File: src/sv/converter_soft_start_sequencer_core_assert.svh
// ----------------------------------------------------------------------------
// Soft-start sequencer assertion macros
// Shared concurrent assertion forms, clocked on clk and gated by rst_n.
// ----------------------------------------------------------------------------
`ifndef CONVERTER_SOFT_START_SEQUENCER_CORE_ASSERT_SVH
`define CONVERTER_SOFT_START_SEQUENCER_CORE_ASSERT_SVH

// Same-cycle implication
`define CSS_AST_IMP(label, ante, cons) \
  label: assert property (@(posedge clk) disable iff (!rst_n) (ante) |-> (cons)) \
    else $error("soft-start sequencer check failed");

// Next-cycle implication
`define CSS_AST_NXT(label, ante, cons) \
  label: assert property (@(posedge clk) disable iff (!rst_n) (ante) |=> (cons)) \
    else $error("soft-start sequencer check failed");

`endif

File: src/sv/css_pkg.sv
// ----------------------------------------------------------------------------
// Soft-start sequencer package
// Types, register indexes and phase codes shared by the sequencer files.
// ----------------------------------------------------------------------------
package css_pkg;

  localparam int TARGET_W = 12;
  localparam int REF_W    = 16;
  localparam int DELAY_W  = 16;
  localparam int STEP_W   = 8;
  localparam int CFG_IDX_W  = 2;
  localparam int CFG_DATA_W = 16;

  // Configuration register indexes
  localparam logic [CFG_IDX_W-1:0] REG_ON_DELAY   = 2'd0;
  localparam logic [CFG_IDX_W-1:0] REG_GOOD_DELAY = 2'd1;
  localparam logic [CFG_IDX_W-1:0] REG_RAMP_STEP  = 2'd2;
  localparam logic [CFG_IDX_W-1:0] REG_SELF_START = 2'd3;

  // Configuration reset values
  localparam logic [DELAY_W-1:0] ON_DELAY_RST   = 16'd500;
  localparam logic [DELAY_W-1:0] GOOD_DELAY_RST = 16'd200;
  localparam logic [STEP_W-1:0]  RAMP_STEP_RST  = 8'd4;

  typedef enum logic [2:0] {
    PH_INIT       = 3'd0,
    PH_LAUNCH     = 3'd1,
    PH_STANDBY    = 3'd2,
    PH_ON_DELAY   = 3'd3,
    PH_RAMP       = 3'd4,
    PH_GOOD_DELAY = 3'd5,
    PH_COMPLETE   = 3'd6,
    PH_FAULT      = 3'd7
  } phase_t;

  typedef enum logic [2:0] {
    ST_OFF      = 3'd0,
    ST_STANDBY  = 3'd1,
    ST_STARTING = 3'd2,
    ST_ON       = 3'd3,
    ST_FAULT    = 3'd4
  } status_t;

  typedef struct packed {
    logic en;
    logic go;
    logic adc;
    logic fault;
  } flags_t;

  typedef struct packed {
    logic [DELAY_W-1:0] on_delay;
    logic [DELAY_W-1:0] good_delay;
    logic [STEP_W-1:0]  ramp_step;
    logic               self_start;
  } cfg_t;

  typedef struct packed {
    phase_t             phase;
    logic [DELAY_W-1:0] tick;
    logic [REF_W-1:0]   ramp;
    logic               use_ramp;
    logic               pwm_en;
    logic               loop_en;
    flags_t             flags;
  } seq_state_t;

  typedef struct packed {
    logic [TARGET_W-1:0] target_ref;
    logic                adc_seen;
    logic                enable_level;
    logic                go_request;
    logic                set_fault;
    logic                clear_fault;
    logic                force_fault;
  } tick_word_t;

  typedef struct packed {
    status_t          run_status;
    phase_t           phase_now;
    logic             pwm_on;
    logic             loop_on;
    logic [REF_W-1:0] control_ref;
    logic             fault_flag;
    logic             adc_flag;
    logic             go_flag;
  } result_word_t;

endpackage

File: src/sv/css_if.sv
// ----------------------------------------------------------------------------
// Soft-start sequencer channels
// Valid/ready channels for tick words in and status words out.
// ----------------------------------------------------------------------------
interface css_in_if;
  import css_pkg::*;

  logic                valid;
  logic                ready;
  logic [TARGET_W-1:0] target_ref;
  logic                adc_seen;
  logic                enable_level;
  logic                go_request;
  logic                set_fault;
  logic                clear_fault;
  logic                force_fault;

  modport source (
    output valid, target_ref, adc_seen, enable_level, go_request,
           set_fault, clear_fault, force_fault,
    input  ready
  );
  modport sink (
    input  valid, target_ref, adc_seen, enable_level, go_request,
           set_fault, clear_fault, force_fault,
    output ready
  );
endinterface

interface css_out_if;
  import css_pkg::*;

  logic             valid;
  logic             ready;
  logic [2:0]       run_status;
  logic [2:0]       phase_now;
  logic             pwm_on;
  logic             loop_on;
  logic [REF_W-1:0] control_ref;
  logic             fault_flag;
  logic             adc_flag;
  logic             go_flag;

  modport source (
    output valid, run_status, phase_now, pwm_on, loop_on, control_ref,
           fault_flag, adc_flag, go_flag,
    input  ready
  );
  modport sink (
    input  valid, run_status, phase_now, pwm_on, loop_on, control_ref,
           fault_flag, adc_flag, go_flag,
    output ready
  );
endinterface

File: src/sv/css_cfg.sv
// ----------------------------------------------------------------------------
// Soft-start sequencer configuration registers
// Holds delays, ramp step and auto-start, written through a plain port.
// ----------------------------------------------------------------------------
module css_cfg (
  input  logic                               clk,
  input  logic                               rst_n,
  input  logic                               cfg_we,
  input  logic [css_pkg::CFG_IDX_W-1:0]      cfg_idx,
  input  logic [css_pkg::CFG_DATA_W-1:0]     cfg_wdata,
  output css_pkg::cfg_t                      cfg
);
  import css_pkg::*;

  cfg_t cfg_r;
  cfg_t cfg_nxt;

  // Decode the write onto the addressed register
  always_comb begin
    cfg_nxt = cfg_r;
    if (cfg_we) begin
      case (cfg_idx)
        REG_ON_DELAY:   cfg_nxt.on_delay   = cfg_wdata[DELAY_W-1:0];
        REG_GOOD_DELAY: cfg_nxt.good_delay = cfg_wdata[DELAY_W-1:0];
        REG_RAMP_STEP:  cfg_nxt.ramp_step  = cfg_wdata[STEP_W-1:0];
        REG_SELF_START: cfg_nxt.self_start = cfg_wdata[0];
        default:        cfg_nxt = cfg_r;
      endcase
    end
  end

  always_ff @(posedge clk) begin
    if (!rst_n) begin
      cfg_r.on_delay   <= ON_DELAY_RST;
      cfg_r.good_delay <= GOOD_DELAY_RST;
      cfg_r.ramp_step  <= RAMP_STEP_RST;
      cfg_r.self_start <= 1'b0;
    end else begin
      cfg_r <= cfg_nxt;
    end
  end

  assign cfg = cfg_r;

endmodule

File: src/sv/css_step.sv
// ----------------------------------------------------------------------------
// Soft-start sequencer tick logic
// Combinational update of phase, counters, ramp and flags for one tick.
// ----------------------------------------------------------------------------
module css_step (
  input  css_pkg::seq_state_t   st,
  input  css_pkg::tick_word_t   tw,
  input  css_pkg::cfg_t         cfg,
  output css_pkg::seq_state_t   st_nxt,
  output css_pkg::result_word_t res
);
  import css_pkg::*;

  flags_t             fl_in;
  phase_t             ph_in;
  logic [DELAY_W-1:0] tick_inc;
  logic [REF_W:0]     ramp_sum;
  logic [REF_W-1:0]   ramp_sat;
  status_t            status;

  // Apply the request bits to the flags ahead of the tick
  always_comb begin
    fl_in     = st.flags;
    fl_in.en  = tw.enable_level | (st.flags.en & cfg.self_start);
    fl_in.adc = st.flags.adc | tw.adc_seen;
    fl_in.go  = st.flags.go | tw.go_request;
    if (tw.clear_fault) fl_in.fault = 1'b0;
    if (tw.set_fault)   fl_in.fault = 1'b1;
  end

  assign ph_in    = tw.force_fault ? PH_FAULT : st.phase;
  assign tick_inc = st.tick + DELAY_W'(1);
  assign ramp_sum = {1'b0, st.ramp} + {{(REF_W + 1 - STEP_W){1'b0}}, cfg.ramp_step};
  assign ramp_sat = ramp_sum[REF_W] ? {REF_W{1'b1}} : ramp_sum[REF_W-1:0];

  // Advance the phase sequence
  always_comb begin
    st_nxt       = st;
    st_nxt.flags = fl_in;
    status       = ST_OFF;
    case (ph_in)
      PH_INIT: begin
        st_nxt.tick     = '0;
        st_nxt.ramp     = '0;
        st_nxt.use_ramp = 1'b0;
        st_nxt.loop_en  = 1'b0;
        st_nxt.phase    = PH_LAUNCH;
      end
      PH_LAUNCH: begin
        st_nxt.phase = PH_STANDBY;
      end
      PH_STANDBY: begin
        status         = ST_STANDBY;
        st_nxt.pwm_en  = 1'b0;
        st_nxt.loop_en = 1'b0;
        if (fl_in.en && fl_in.adc && fl_in.go && !fl_in.fault) begin
          st_nxt.tick  = '0;
          st_nxt.phase = PH_ON_DELAY;
        end
      end
      PH_ON_DELAY: begin
        status      = ST_STARTING;
        st_nxt.tick = tick_inc;
        if (st.tick > cfg.on_delay) begin
          st_nxt.ramp     = '0;
          st_nxt.use_ramp = 1'b1;
          st_nxt.tick     = '0;
          st_nxt.phase    = PH_RAMP;
        end
      end
      PH_RAMP: begin
        status         = ST_STARTING;
        st_nxt.pwm_en  = 1'b1;
        st_nxt.loop_en = 1'b1;
        st_nxt.ramp    = ramp_sat;
        if (ramp_sat >= {{(REF_W - TARGET_W){1'b0}}, tw.target_ref}) begin
          st_nxt.tick  = '0;
          st_nxt.phase = PH_GOOD_DELAY;
        end
      end
      PH_GOOD_DELAY: begin
        status      = ST_STARTING;
        st_nxt.tick = tick_inc;
        if (st.tick > cfg.good_delay) begin
          st_nxt.tick  = '0;
          st_nxt.phase = PH_COMPLETE;
        end
      end
      PH_COMPLETE: begin
        status          = ST_ON;
        st_nxt.use_ramp = 1'b0;
      end
      PH_FAULT: begin
        status             = ST_FAULT;
        st_nxt.flags.fault = 1'b1;
        st_nxt.flags.adc   = 1'b0;
        st_nxt.phase       = PH_STANDBY;
      end
      default: begin
        status             = ST_FAULT;
        st_nxt.flags.fault = 1'b1;
        st_nxt.flags.adc   = 1'b0;
        st_nxt.phase       = PH_STANDBY;
      end
    endcase
    // Auto-start holds enable and go; otherwise go drops after each tick
    if (cfg.self_start) begin
      st_nxt.flags.en = 1'b1;
      st_nxt.flags.go = 1'b1;
    end else begin
      st_nxt.flags.go = 1'b0;
    end
  end

  // Build the status word
  always_comb begin
    res.run_status  = status;
    res.phase_now   = st_nxt.phase;
    res.pwm_on      = st_nxt.pwm_en;
    res.loop_on     = st_nxt.loop_en;
    res.control_ref = st_nxt.use_ramp ? st_nxt.ramp
                                      : {{(REF_W - TARGET_W){1'b0}}, tw.target_ref};
    res.fault_flag  = st_nxt.flags.fault;
    res.adc_flag    = st_nxt.flags.adc;
    res.go_flag     = st_nxt.flags.go;
  end

endmodule

File: src/sv/converter_soft_start_sequencer_core.sv
// ----------------------------------------------------------------------------
// Converter soft-start sequencer core
// Steps the converter start-up phases once for every scheduler tick word.
// ----------------------------------------------------------------------------
// Usage:
//   in_ch carries one tick word per scheduler tick (target, ADC seen, enable,
//   go, fault set/clear/force). out_ch returns one status word per tick:
//   status, phase, PWM and loop enables, loop reference and flags.
//   cfg_we/cfg_idx/cfg_wdata write the delays, ramp step and auto-start;
//   write them only while no tick word is in flight.
// Pipeline:
//   A tick word is captured in the input register, then updated against the
//   sequencer state into the output register when the output is free or
//   draining. One word per cycle is sustained while out_ch.ready stays high;
//   the state update is combinational between the two registers.
// Reset:
//   rst_n (synchronous, low) empties both registers, puts the phase to init,
//   clears counters, ramp and flags, and loads the register defaults.
// Stall:
//   While out_ch.ready is low the status word holds; one more tick word waits
//   in the input register, then in_ch.ready drops until the output drains.
// ----------------------------------------------------------------------------
module converter_soft_start_sequencer_core (
  input  logic                           clk,
  input  logic                           rst_n,
  input  logic                           cfg_we,
  input  logic [css_pkg::CFG_IDX_W-1:0]  cfg_idx,
  input  logic [css_pkg::CFG_DATA_W-1:0] cfg_wdata,
  css_in_if.sink                         in_ch,
  css_out_if.source                      out_ch
);
  import css_pkg::*;

  cfg_t         cfg;
  tick_word_t   tw_in;
  tick_word_t   tw_r;
  logic         tw_vld_r;
  seq_state_t   st_r;
  seq_state_t   st_nxt;
  result_word_t res_nxt;
  result_word_t res_r;
  logic         res_vld_r;
  logic         advance;

  css_cfg u_cfg (
    .clk       (clk),
    .rst_n     (rst_n),
    .cfg_we    (cfg_we),
    .cfg_idx   (cfg_idx),
    .cfg_wdata (cfg_wdata),
    .cfg       (cfg)
  );

  css_step u_step (
    .st     (st_r),
    .tw     (tw_r),
    .cfg    (cfg),
    .st_nxt (st_nxt),
    .res    (res_nxt)
  );

  // Pack the incoming word
  always_comb begin
    tw_in.target_ref   = in_ch.target_ref;
    tw_in.adc_seen     = in_ch.adc_seen;
    tw_in.enable_level = in_ch.enable_level;
    tw_in.go_request   = in_ch.go_request;
    tw_in.set_fault    = in_ch.set_fault;
    tw_in.clear_fault  = in_ch.clear_fault;
    tw_in.force_fault  = in_ch.force_fault;
  end

  // Move the held tick into the output when the output is free or draining
  assign advance     = tw_vld_r && (!res_vld_r || out_ch.ready);
  assign in_ch.ready = !tw_vld_r || advance;

  // Input register
  always_ff @(posedge clk) begin
    if (!rst_n) begin
      tw_vld_r <= 1'b0;
    end else if (in_ch.ready) begin
      tw_vld_r <= in_ch.valid;
    end
  end

  always_ff @(posedge clk) begin
    if (in_ch.valid && in_ch.ready) begin
      tw_r <= tw_in;
    end
  end

  // Sequencer state, updated once per tick
  always_ff @(posedge clk) begin
    if (!rst_n) begin
      st_r.phase    <= PH_INIT;
      st_r.tick     <= '0;
      st_r.ramp     <= '0;
      st_r.use_ramp <= 1'b0;
      st_r.pwm_en   <= 1'b0;
      st_r.loop_en  <= 1'b0;
      st_r.flags    <= '0;
    end else if (advance) begin
      st_r <= st_nxt;
    end
  end

  // Output register
  always_ff @(posedge clk) begin
    if (!rst_n) begin
      res_vld_r <= 1'b0;
    end else if (advance) begin
      res_vld_r <= 1'b1;
    end else if (out_ch.ready) begin
      res_vld_r <= 1'b0;
    end
  end

  always_ff @(posedge clk) begin
    if (advance) begin
      res_r <= res_nxt;
    end
  end

  // Drive the result channel
  assign out_ch.valid       = res_vld_r;
  assign out_ch.run_status  = res_r.run_status;
  assign out_ch.phase_now   = res_r.phase_now;
  assign out_ch.pwm_on      = res_r.pwm_on;
  assign out_ch.loop_on     = res_r.loop_on;
  assign out_ch.control_ref = res_r.control_ref;
  assign out_ch.fault_flag  = res_r.fault_flag;
  assign out_ch.adc_flag    = res_r.adc_flag;
  assign out_ch.go_flag     = res_r.go_flag;

`include "converter_soft_start_sequencer_core_assert.svh"

  // The fault phase is left within the tick that enters it
  `CSS_AST_IMP(a_fault_not_kept, 1'b1, st_r.phase != PH_FAULT)
  // PWM release and loop enable move together
  `CSS_AST_IMP(a_pwm_loop_pair, 1'b1, st_r.pwm_en == st_r.loop_en)
  // A moved tick shows up as a valid word carrying the new phase
  `CSS_AST_NXT(a_result_phase, advance, res_vld_r && (res_r.phase_now == st_r.phase))
  // A held tick never waits behind an empty output
  `CSS_AST_IMP(a_no_bubble, tw_vld_r && !res_vld_r, advance)

endmodule

File: src/flat_wrapper.sv
// flat-port wrapper written by rule: the top's interface ports become plain ports
module converter_soft_start_sequencer_core_flat import css_pkg::*;
  (clk, rst_n, cfg_we, cfg_idx, cfg_wdata, in_ch_valid, in_ch_target_ref, in_ch_adc_seen, in_ch_enable_level, in_ch_go_request, in_ch_set_fault, in_ch_clear_fault, in_ch_force_fault, in_ch_ready, out_ch_valid, out_ch_run_status, out_ch_phase_now, out_ch_pwm_on, out_ch_loop_on, out_ch_control_ref, out_ch_fault_flag, out_ch_adc_flag, out_ch_go_flag, out_ch_ready);
  css_in_if in_ch_i ();
  css_out_if out_ch_i ();
  input  logic clk;
  input  logic rst_n;
  input  logic cfg_we;
  input  logic [css_pkg::CFG_IDX_W-1:0] cfg_idx;
  input  logic [css_pkg::CFG_DATA_W-1:0] cfg_wdata;
  input wire logic [$bits(in_ch_i.valid)-1:0] in_ch_valid;
  input wire logic [$bits(in_ch_i.target_ref)-1:0] in_ch_target_ref;
  input wire logic [$bits(in_ch_i.adc_seen)-1:0] in_ch_adc_seen;
  input wire logic [$bits(in_ch_i.enable_level)-1:0] in_ch_enable_level;
  input wire logic [$bits(in_ch_i.go_request)-1:0] in_ch_go_request;
  input wire logic [$bits(in_ch_i.set_fault)-1:0] in_ch_set_fault;
  input wire logic [$bits(in_ch_i.clear_fault)-1:0] in_ch_clear_fault;
  input wire logic [$bits(in_ch_i.force_fault)-1:0] in_ch_force_fault;
  output wire logic [$bits(in_ch_i.ready)-1:0] in_ch_ready;
  output wire logic [$bits(out_ch_i.valid)-1:0] out_ch_valid;
  output wire logic [$bits(out_ch_i.run_status)-1:0] out_ch_run_status;
  output wire logic [$bits(out_ch_i.phase_now)-1:0] out_ch_phase_now;
  output wire logic [$bits(out_ch_i.pwm_on)-1:0] out_ch_pwm_on;
  output wire logic [$bits(out_ch_i.loop_on)-1:0] out_ch_loop_on;
  output wire logic [$bits(out_ch_i.control_ref)-1:0] out_ch_control_ref;
  output wire logic [$bits(out_ch_i.fault_flag)-1:0] out_ch_fault_flag;
  output wire logic [$bits(out_ch_i.adc_flag)-1:0] out_ch_adc_flag;
  output wire logic [$bits(out_ch_i.go_flag)-1:0] out_ch_go_flag;
  input wire logic [$bits(out_ch_i.ready)-1:0] out_ch_ready;
  assign in_ch_i.valid = in_ch_valid;
  assign in_ch_i.target_ref = in_ch_target_ref;
  assign in_ch_i.adc_seen = in_ch_adc_seen;
  assign in_ch_i.enable_level = in_ch_enable_level;
  assign in_ch_i.go_request = in_ch_go_request;
  assign in_ch_i.set_fault = in_ch_set_fault;
  assign in_ch_i.clear_fault = in_ch_clear_fault;
  assign in_ch_i.force_fault = in_ch_force_fault;
  assign in_ch_ready = in_ch_i.ready;
  assign out_ch_valid = out_ch_i.valid;
  assign out_ch_run_status = out_ch_i.run_status;
  assign out_ch_phase_now = out_ch_i.phase_now;
  assign out_ch_pwm_on = out_ch_i.pwm_on;
  assign out_ch_loop_on = out_ch_i.loop_on;
  assign out_ch_control_ref = out_ch_i.control_ref;
  assign out_ch_fault_flag = out_ch_i.fault_flag;
  assign out_ch_adc_flag = out_ch_i.adc_flag;
  assign out_ch_go_flag = out_ch_i.go_flag;
  assign out_ch_i.ready = out_ch_ready;
  converter_soft_start_sequencer_core u_core (.clk(clk), .rst_n(rst_n), .cfg_we(cfg_we), .cfg_idx(cfg_idx), .cfg_wdata(cfg_wdata), .in_ch(in_ch_i), .out_ch(out_ch_i));
endmodule
File: config.mk
export PLATFORM = sky130hd
export DESIGN_NAME = converter_soft_start_sequencer_core_flat
export DESIGN_NICKNAME = d
export VERILOG_FILES = /design/src/sv/css_pkg.sv /design/src/sv/css_if.sv /design/src/sv/css_cfg.sv /design/src/sv/css_step.sv /design/src/sv/converter_soft_start_sequencer_core.sv /design/src/flat_wrapper.sv
export VERILOG_INCLUDE_DIRS = /design/src /design/src/sv
export SDC_FILE = /design/constraint.sdc
export NUM_CORES = 1
export LEC_CHECK = 0
export BUFFER_PORTS_ARGS = -buffer_cell sky130_fd_sc_hd__clkbuf_2
export CORE_MARGIN = 2
export CORE_UTILIZATION = 31
export DETAILED_ROUTE_END_ITERATION = 10
export GPL_TIMING_DRIVEN = 0
export PLACE_DENSITY = 0.52
export SYNTH_ARGS = -nofsm -noshare
export SYNTH_HDL_FRONTEND = slang
export SYNTH_SLANG_ARGS = --single-unit
File: constraint.sdc
create_clock -name clk -period 4.27 [get_ports clk]
set_clock_uncertainty 0.15 [all_clocks]
set_input_delay 0.2135 -clock clk [delete_from_list [all_inputs] [get_ports clk]]
set_output_delay 0.2135 -clock clk [all_outputs]
set_load 0.01 [all_outputs]
Word level (Yosys, flattened, before mapping)
Index checks and enable logic that the tools add are counted.
- register bits: 130
- bits of input ports: 41
- output and inout bits: 29
- logic and storage cells: 97
- add/subtract/negate cells: 2
- $lt $le $gt $ge: 3
- equal/unequal tests: 12
- mux-type cells: 21
- bitwise gates (word level): 4
- reductions and logical operators: 23
- operator list (cell ; count):
    one-hot mux 16 bit (5 select lines) ; 1
    two-way mux 19 bit ; 3
    one-hot mux 16 bit (3 select lines) ; 1
    two-way mux 36 bit ; 1
    > comparator 16 bit ; 2
    one-hot mux 3 bit (6 select lines) ; 1
    adder 16 x 8 -> 17 bit ; 1
    adder 16 x 1 -> 16 bit, second input constant ; 1
    greater-or-equal comparator 16 x 12 -> 1 bit ; 1
    two-way mux 16 bit ; 1
    == test 3 bit, second input constant ; 4
    two-way mux 12 bit ; 1
    one-hot mux 3 bit (4 select lines) ; 1
    AND reduction 2 bit ; 4
    == test 3 x 2 -> 1 bit, second input constant ; 2
    two-way mux 1 bit ; 6
    one-hot mux 1 bit (2 select lines) ; 3
    OR reduction 2 bit ; 3
    logical AND 1 bit ; 5
    nonzero test 5 bit ; 1
    == test 2 bit, second input constant ; 2
    inequality test 2 bit, second input constant ; 2
    AND reduction 4 bit ; 1
    == test 3 x 1 -> 1 bit, second input constant ; 1
    11 further kinds ; 16

Logic depth before layout (Yosys ltp)
- depth after elaboration: 7
- mapped depth: 19
- gate-level depth less buffers: 17

Hierarchy
Synthesis repeated with hierarchy kept, for this count alone.
- cell total of the unflattened synthesis: 843
- area, all modules: 7843.8 um2
- modules (own cells, without submodules) (module ; instances ; cells each ; area an instance (um2) ; seq. area each (um2)):
    converter_soft_start_sequencer_core ; 1 ; 237 ; 3123.0 ; 2232.1
    css_step ; 1 ; 441 ; 3066.7 ; 0.0
    css_cfg ; 1 ; 165 ; 1654.1 ; 820.8

Worst setup path before layout
Ideal clock, no wire load.
- path kind: reg2reg
- start point: reg u_core.st_r[7] (netlist bit)
- end point: reg u_core.st_r[25] (netlist bit)
- library setup time: 117 ps
- arrival: 3802 ps
- required time: 4003 ps
- path slack: 200 ps
- stages on the path, launching flop included: 20
- buffers on the path: 2
- clock period less this slack: 4070 ps
- cells stage by stage: dfxtp_1 > ha_1 > fa_1 > a211oi_2 > o21a_1 > o31ai_4 > and3_1 > clkbuf_1 > nor2_1 > inv_1 > ha_1 > a211oi_1 > o21ai_0 > a21oi_1 > o21ai_0 > a2111oi_4 > or2_4 > buf_8 > nor2_4 > a32o_1
- cells in the longest elaborated chain, start to end: 5
- ends and longest elaborated chain (element ; line ; RTL):
    from (decl) ; converter_soft_start_sequencer_core.sv:38 ; seq_state_t st_r;
    from (signal assigned) ; converter_soft_start_sequencer_core.sv:103 ; st_r <= st_nxt;
    adder 16 x 8 -> 17 bit ; css_step.sv:33 ; assign ramp_sum = {1'b0, st.ramp} + {{(REF_W + 1 - STEP_W){1'b0}}, cfg.ramp_step};
    two-way mux 16 bit ; css_step.sv:34 ; assign ramp_sat = ramp_sum[REF_W] ? {REF_W{1'b1}} : ramp_sum[REF_W-1:0];
    greater-or-equal comparator 16 x 12 -> 1 bit ; css_step.sv:76 ; if (ramp_sat >= {{(REF_W - TARGET_W){1'b0}}, tw.target_ref}) begin
    inequality test 2 bit (no line) ; -- ;
    AND reduction 4 bit (no line) ; -- ;
Every way passes these cells.
A chain may end at the register's enable or synchronous reset.

Worst setup path after layout
- start point: reg u_core.u_cfg.cfg_r (netlist bit u_core.u_cfg.cfg[2])
- end point: reg u_core.st_r[36] (netlist bit)
- cells in the longest elaborated chain, start to end: 5
- ends and longest elaborated chain (element ; line ; RTL):
    from (decl) ; css_cfg.sv:15 ; cfg_t cfg_r;
    from (signal assigned) ; css_cfg.sv:39 ; cfg_r <= cfg_nxt;
    adder 16 x 8 -> 17 bit ; css_step.sv:33 ;
    two-way mux 16 bit ; css_step.sv:34 ;
    greater-or-equal comparator 16 x 12 -> 1 bit ; css_step.sv:76 ;
    inequality test 2 bit (no line) ; -- ;
    AND reduction 4 bit (no line) ; -- ;
Every way passes these cells.

==> key figures <==
Run status
  – Outcome: finished, final reports clean

Synth
  – Area of the mapped netlist: 6870 um^2
  – Async set-reset flop share out of synthesis: 0
  – Flops & latches, synth: 130
  – Biggest area consumer among synthesized cells: dfxtp_1
  – Synth warn: 0
  – Number of flops mapped to enable cells by yosys: 45
  – Main area contributors after synthesis: dfxtp_1, edfxtp_1, ha_1
  – Synth cell types: 71
  – Top cell type's share of synthesized area: 0.248
  – Syn Nets: 862
  – Mapped Avg Cell Area: 8.96 um^2
  – Most used flip-flop cell after synthesis: dfxtp_1
  – Seq/Total Area, Yosys: 0.444
  – Mapped Cells: 767

Global routing
  – Grt ovf: 0
  – Global-route wire length before repair: 30800 um
  – Gr usage total: 0.165
  – Antenna violations before repair: 0
  – Vias in the first global route: 5821
  – Largest net degree at the start of global routing: 37

Setup path
  – Cell family with most CP delay: compound AO/OA/AOI/OAI gates
  – Crit Path Class: flop to flop
  – Cell chain of the critical path: ha_1, a211oi_2, o21ai_1, a21o_1, a21oi_1, xor2_1, nand2_2, ha_1, a211oi_2, nand3_1, a21oi_2, o21ai_4, a2111oi_4, or2_4, buf_8, nor2_4, a32o_1
  – Critical Path Source Type: flop
  – Max FO, Critical Path: 10
  – Critical Path AT: 4.24 ns
  – Reg2Reg Setup Slack: 0.19 ns
  – CP required: 4.43 ns
  – CP endpoint kind: flop
  – Critical-path top delay cell: dfxtp_1
  – Worst path buffer plus inverter count: 1
  – Crit path largest cell delay: 0.42 ns

Cells and area
  – Share of layout cells above drive strength 1: 0.169
  – FF/Latch Area: 3060 um^2
  – Fillers: 2300
  – N_diodes: 0
  – Footprint of the multi-input gates: 3590 um^2
  – Commonest non-fill, non-tap cell in the layout: nand2_1
  – Most frequent cells in the layout: nand2_1, a21oi_1, dfxtp_1, clkbuf_2, inv_1
  – Area growth syn-to-layout: 26.6%
  – Final #Nets: 995
  – Design area: 8700 um^2

Routing
  – Avg Vias per Cell: 5.04
  – Total number of vias: 6011
  – DRC: 0
  – Antenna viol nets, final: 0
  – Drt total wl: 18900 um
  – Router iterations before antenna repair: 5
  – Wire per inst: 15.8 um
  – Iter 0 DRT Violations: 447

Clock network
  – Clock sink count: 130
  – CTS H-tree lvls: 4
  – CTS tree: done
  – Root buffer cell: clkbuf_16
  – Clock slew at reported path FFs: 0.06 ns
  – CTS max path bufs: 2
  – Worst-Skew Late Latency: 0.43 ns
  – CTS Buf Count: 17

Timing
  – Max_slew headroom: 0.237
  – RSZ-0062 raised after global routing: false
  – Fin. Hold Viols: 0
  – Tcrit/Tclk final: 0.956
  – Tightest Pin Transition: 1.14 ns
  – # setup viols final: 0
  – Post-layout min period: 4.08 ns
  – PnR worst setup slack: 0.189 ns
  – Max frequency: 245 MHz
  – Slew Viols, Final: 0
  – Worst hold margin: 0.0260 ns

Floorplanning
  – # IOs: 70
  – Core Region: 21800 um^2
  – Initial Utilization: 0.316
  – # rows: 54
  – Die Wd: 153 um
  – Chip Height: 153 um
  – DIE AREA: 23400 um^2

Placement
  – DP HPWL: 13800 um
  – Placed cell areas: 7570 um^2
  – Pre-CTS WS: -0.541 ns
  – Port-buffer cells: 69
  – Gp weighted congestion: 0.857

Min path
  – Worst Hold Class: input port to flop

Flow run
  – Max-Cap Viols: 0

Pwr
  – Maximum vdd drop: 0.000274 V
  – Leak Pwr: 3.48 nW
  – Pwr dens: 352 nW/um^2
-- sequential cells by signal (all words and copies together), names as in the netlist --
| name | count |
|---|---|
| u_core.out_ch.adc_flag | 1 |
| u_core.out_ch.control_ref | 16 |
| u_core.out_ch.fault_flag | 1 |
| u_core.out_ch.go_flag | 1 |
| u_core.out_ch.loop_on | 1 |
| u_core.out_ch.phase_now | 3 |
| u_core.out_ch.pwm_on | 1 |
| u_core.out_ch.run_status | 3 |
| u_core.out_ch.valid | 1 |
| u_core.st_r | 42 |
| u_core.tw_r | 18 |
| u_core.tw_vld_r | 1 |
| u_core.u_cfg.cfg | 41 |
-- power by group --
group	switching (W)	internal (W)	leakage, nW	total (W)
Clock	0.000586	0.000866	0.279	0.00145
Sequential	0.0000181	0.00133	1.12	0.00135
Combinational	0.000156	0.000103	2.08	0.000259
Total	0.000761	0.00230	3.48	0.00306
-- synth_stat cells, types with 3 or more instances --
cell and count:
a211oi_1 4, a211oi_2 3, a21o_1 7, a21oi_1 88
a221oi_1 6, a22o_1 8, a22oi_1 6, a31oi_1 5
a32o_1 6, and3_1 6, and4_1 4, buf_1 3
buf_2 5, clkbuf_1 22, dfxtp_1 85, edfxtp_1 45
ha_1 53, inv_1 55, nand2_1 129, nand2b_1 6
nand3_1 24, nand4_1 8, nor2_1 50, nor2b_1 4
nor3_1 12, nor3b_1 5, o211ai_1 15, o21a_1 3
o21ai_0 31, o31ai_1 5, or2_2 3, or3_1 4
or4_1 3, xnor2_1 8, xor2_1 5
-- final timing paths --
path / end / start / depth (start not counted)
min reg2reg: u_core.u_cfg.cfg[36] / u_core.u_cfg.cfg[36] / 2
min: u_core.u_cfg.cfg[0] / cfg_idx[1] / 4
max reg2reg: u_core.st_r[36] / u_core.u_cfg.cfg[2] / 17
max: u_core.st_r[36] / u_core.u_cfg.cfg[2] / 17
-- worst reg2reg max path: stages (launching register included) --
cell	delay, ns
dfxtp_1	0.42
ha_1	0.29
a211oi_2	0.29
o21ai_1	0.15
a21o_1	0.20
a21oi_1	0.16
xor2_1	0.20
nand2_2	0.11
ha_1	0.35
a211oi_2	0.24
nand3_1	0.11
a21oi_2	0.17
o21ai_4	0.10
a2111oi_4	0.38
or2_4	0.20
buf_8	0.14
nor2_4	0.06
a32o_1	0.25
-- through the flow --
stage	instances	utilization	total power (W)	TNS, ns
5_1_grt	1193	0.400	0.00317	0
6_report	1193	0.400	0.00306	0
3_5_place_dp	1116	0.348	0.00160	-8.81
3_3_place_gp	1116	0.348	0.00160	-10.03
2_1_floorplan	767	-	0.00151	0
4_1_cts	1190	0.395	0.00308	0
-- final cells by class --
class	count	share of cell area
well taps	280	0.0403
multi-input cells	552	0.413
clock buffers	18	0.0493
flip-flops and latches	130	0.351
inverters	55	0.0237
plain buffers	30	0.0151
clock inverters	14	0.0177
repair buffers	114	0.0892
-- kinds of logic after synthesis --
family | count (synthesis) | synth area share
simple gates | 270 | 0.182
compound gates | 212 | 0.204
flops | 130 | 0.444
buf+inv | 86 | 0.0495
fa+ha+maj | 54 | 0.0994
xor+xnor | 13 | 0.0166
mux | 2 | 0.00364
-- routing by layer --
metal	wire length (um)	share of wire	vias up	GRT usage
met4	337	0.018	0	0.0542
met3	747	0.040	20	0.0349
met2	8780	0.46	115	0.270
li1	-	-	3029	-
met5	0	0	-	0
met1	9040	0.48	2847	0.219
-- timing repair --
item	in CTS	in global routing
endpoints found under the setup margin	18	18
hold endpoints to repair	61	0
hold buffers	37	0
setup buffers	6	2
gates resized for setup	10	19
pin swaps	5	11
cloned	0	1
Power figures use the tool's default switching activity.
